File: src/rtl/sic_ram.sv
// ----------------------------------------------------------------------------
// sic_ram: generic single-write, single-read RAM
// One write port and one read port; read data is registered.
// ----------------------------------------------------------------------------
module sic_ram #(
  parameter int WIDTH = 32,
  parameter int DEPTH = 32
) (
  input  logic                     clk_i,
  input  logic                     we_i,
  input  logic [$clog2(DEPTH)-1:0] waddr_i,
  input  logic [WIDTH-1:0]         wdata_i,
  input  logic [$clog2(DEPTH)-1:0] raddr_i,
  output logic [WIDTH-1:0]         rdata_o
);

  logic [WIDTH-1:0] mem_q [DEPTH];
  logic [WIDTH-1:0] rdata_q;

  always_ff @(posedge clk_i) begin
    if (we_i) begin
      mem_q[waddr_i] <= wdata_i;
    end
    rdata_q <= mem_q[raddr_i];
  end

  assign rdata_o = rdata_q;

endmodule

File: config.mk
export PLATFORM = sky130hd
export DESIGN_NAME = sic_ram
export DESIGN_NICKNAME = d
export VERILOG_FILES = /design/src/rtl/sic_ram.sv
export SDC_FILE = /design/constraint.sdc
export NUM_CORES = 1
export LEC_CHECK = 0
export BUFFER_PORTS_ARGS = -buffer_cell sky130_fd_sc_hd__buf_2
export CORE_MARGIN = 4
export CORE_UTILIZATION = 35
export DETAILED_ROUTE_END_ITERATION = 16
export PLACE_DENSITY = 0.53
export SYNTH_ARGS = -nofsm -noshare
export SYNTH_HDL_FRONTEND = slang
export SYNTH_SLANG_ARGS = --single-unit
File: constraint.sdc
create_clock -name clk_i -period 6.7 [get_ports clk_i]
set_input_delay 1.34 -clock clk_i [delete_from_list [all_inputs] [get_ports clk_i]]
set_output_delay 1.34 -clock clk_i [all_outputs]
set_load 0.1 [all_outputs]
==> flow_summary.ini <==
[synth]
ys_warn_count = 0
netlist_area_mm2 = 0.0405
synth_common_cells = 1,024 x edfxtp_1, 512 x mux2i_1, 98 x nand2_1, 98 x nand3_1
synthMuxAreaShare_pct = 12.7
yosysSeqAreaShare_pct = 77.5
yosysTopAreaCell = edfxtp_1
yosysMostFrequentCell = edfxtp_1
synth_cell_types = 25
synthAdderAreaFrac_pct = 0
synth_edf_count = 1024
synth_compound_area_share_pct = 4.85
synth_top_area_share_pct = 76.0
ys_async_sr_fraction_pct = 0
synth_cells = 2260
ys_ff_latch = 1056
synth-simple-area-share_pct = 3.10
synth_top_family_by_area = multiplexers
syn_area_per_cell_um2 = 17.9
synthesis.nets = 2304
yosys-top-cells-area = edfxtp_1 76%, mux2i_1 13%, a22oi_1 1.8%
ys_dominant_reg_cell = edfxtp_1
synth_xor_area_share_pct = 0

[detailed_routing]
routed_wirelength_um = 106000
vias = 20800
via_per_inst = 5.24
post_drt_wl_per_cell_um = 26.6
firstDrtPassIters = 5
drt_iter0_markers = 1797
final_antenna_net_count = 0
drc = 0

[global_routing]
grt_use_total_pct = 17.1
overflow = 0
grt_pass1_vias = 20900
grt_pass1_wl_um = 150000
antenna_found_initial = 9
grt_max_degree = 89

[power]
pwr_density_cell_mw_per_mm2 = 307
p_clk_share_pct = 42.0
cell_internal_pwr_mw = 11.1
pwr-share-seq_pct = 51.7
swShare_pct = 22.2
p_comb_share_pct = 6.2
ir_worst_vdd_mv = 0.192
power_switching_mw = 3.16
power_leakage_nw = 16.0

[run]
max_cap_viol_count = 0

[sta]
hold_violations = 0
setup_tns_ns = 0
clock-skew-final_ns = 0.0237
finalCritPeriodShare_pct = 49.3
fin_crit_ns = 3.30
rsz0062_at_grt = no
fmax_mhz = 303
tightest_slew_ns = 0.994
setup_violations = 0
max-slew-margin-rel_pct = 33.5
maxSlewViolCount = 0

[placed_design]
gp_congestion = 0.772
dpl.hpwl_um = 59200
portBuffers = 75

[cts]
cts_buffer_depth = 3
cts_resized = 0
cts_tree = built
cts_root_buf = clkbuf_16
post-cts-setup-buffers = 0
numCtsBuffers = 107
cts_hold_buf = 0
cts.sinks = 1056
clk_latency_ns = 0.67
clkTransAtPathRegs_ns = 0.06
htreeDepth = 3

[min_path]
hp-class = reg -> reg
min_from = mem_q[27][10]

[critical_path]
worstSetupStartpointType = input port
slowest_stage = nor2_4
crit_type = in -> reg
critPathRequiredTime_ns = 6.99
critical-path-top-delay-family = simple AND/OR/NAND/NOR gates
crit_arrival_ns = 3.60
critPathBufInv = 2
critPathLaunch = waddr_i[0]
worstReg2RegStart = mem_q[8][20]
worstPathCellList = buf_2 > nand3b_1 > nor2_4 > buf_4
end_kind = flip-flop
cpPeakStageDelay_ns = 0.77
cp_max_fo = 21

[floorplanning]
num_rows = 124
die-area_mm2 = 0.121
fp.coreArea_mm2 = 0.115
initial_core_util_pct = 35.3
die_h_um = 348
pin_count = 76
dieWidth_um = 348

[cells_and_area]
nNetsFinal = 2417
multiInputGateArea_mm2 = 0.00861
syn_to_final_growth_pct = 14.7
fillers = 10100
final_util_pct = 40.5
seq_area_mm2 = 0.0314
layout-drive-gt1-share_pct = 13.3

[outcome]
status = finished, final reports clean
sequential cells by signal, summed over array words and instances (netlist names):
register  count
rdata_o      32
mem_q      1024
final timing paths:
path | end | slack, ns | cells after the start
worst max-delay path | mem_q[10][31] | 3.40 | 4
worst min-delay path | rdata_o[10] | 0.61 | 4
worst max register to register | rdata_o[20] | 5.22 | 4
worst min register to register | rdata_o[10] | 0.61 | 4
per-stage QoR:
stage	setup WS [ns]	hold slack, ns	cell area, um2	instances	power, mW
6_report	3.40	0.608	46400	3981	14.3
5_1_grt	3.37	0.645	46400	3977	14.7
4_1_cts	3.40	0.612	46400	3977	14.4
3_5_place_dp	2.71	0.598	42800	3776	8.42
3_3_place_gp	2.62	0.571	42800	3773	8.41
2_1_floorplan	2.93	0.553	40500	2260	8.08
worst reg2reg max path, cell delays in order, from the launching register on:
cell and delay [ns]:
edfxtp_1 0.36, mux2i_1 0.14, a22oi_1 0.15, nand3_1 0.30, nand3_1 0.30
placed cells by master (no fill, tap or decap), drive strengths merged:
| cell | n |
|---|---|
| clkinvlp | 4 |
| nand3 | 98 |
| diode | 4 |
| nor2b | 1 |
| mux2i | 512 |
| nand2b | 2 |
| a22oi | 96 |
| and2 | 1 |
| nor3 | 32 |
| clkbuf | 141 |
| edfxtp | 1024 |
| a31oi | 32 |
| buf | 131 |
| or3 | 1 |
| nand2 | 98 |
| nor2 | 34 |
| or2 | 1 |
| bufinv | 13 |
| inv | 2 |
| a21oi | 96 |
| dfxtp | 32 |
| and2b | 1 |
| or3b | 3 |
| a22o | 64 |
| clkinv | 41 |
| nand3b | 5 |
kinds of logic (layout without fill, tap and decap cells):
logic type,Yosys count,in the layout
flops,1056,1056
mux,512,512
compound gates,288,288
simple gates,277,277
buf+inv,127,332
other cells,0,4
per-layer routing:
| layer | wire length (um) | global-route usage, % |
|---|---|---|
| met3 | 6520 | 3.55 |
| met1 | 46200 | 23.1 |
| met4 | 2960 | 4.98 |
| met5 | 27 | 0 |
| met2 | 50200 | 28.0 |
layout make-up:
type | instances | area share (%)
well taps | 1512 | 4.08
multi-input cells | 1077 | 18.5
clock buffers | 141 | 6.24
clock inverters | 60 | 1.43
flip-flops and latches | 1056 | 67.6
diodes | 4 | 0.0216
repair buffers | 131 | 2.06
power groups by stage:
stage	clock network (mW)	registers, mW	logic (mW)
6_report	6.00	7.38	0.890
5_1_grt	6.40	7.39	0.942
4_1_cts	6.11	7.38	0.901
3_5_place_dp	0	7.52	0.899
3_3_place_gp	0	7.52	0.892
2_1_floorplan	0	7.70	0.379
Power figures use the tool's default switching activity.
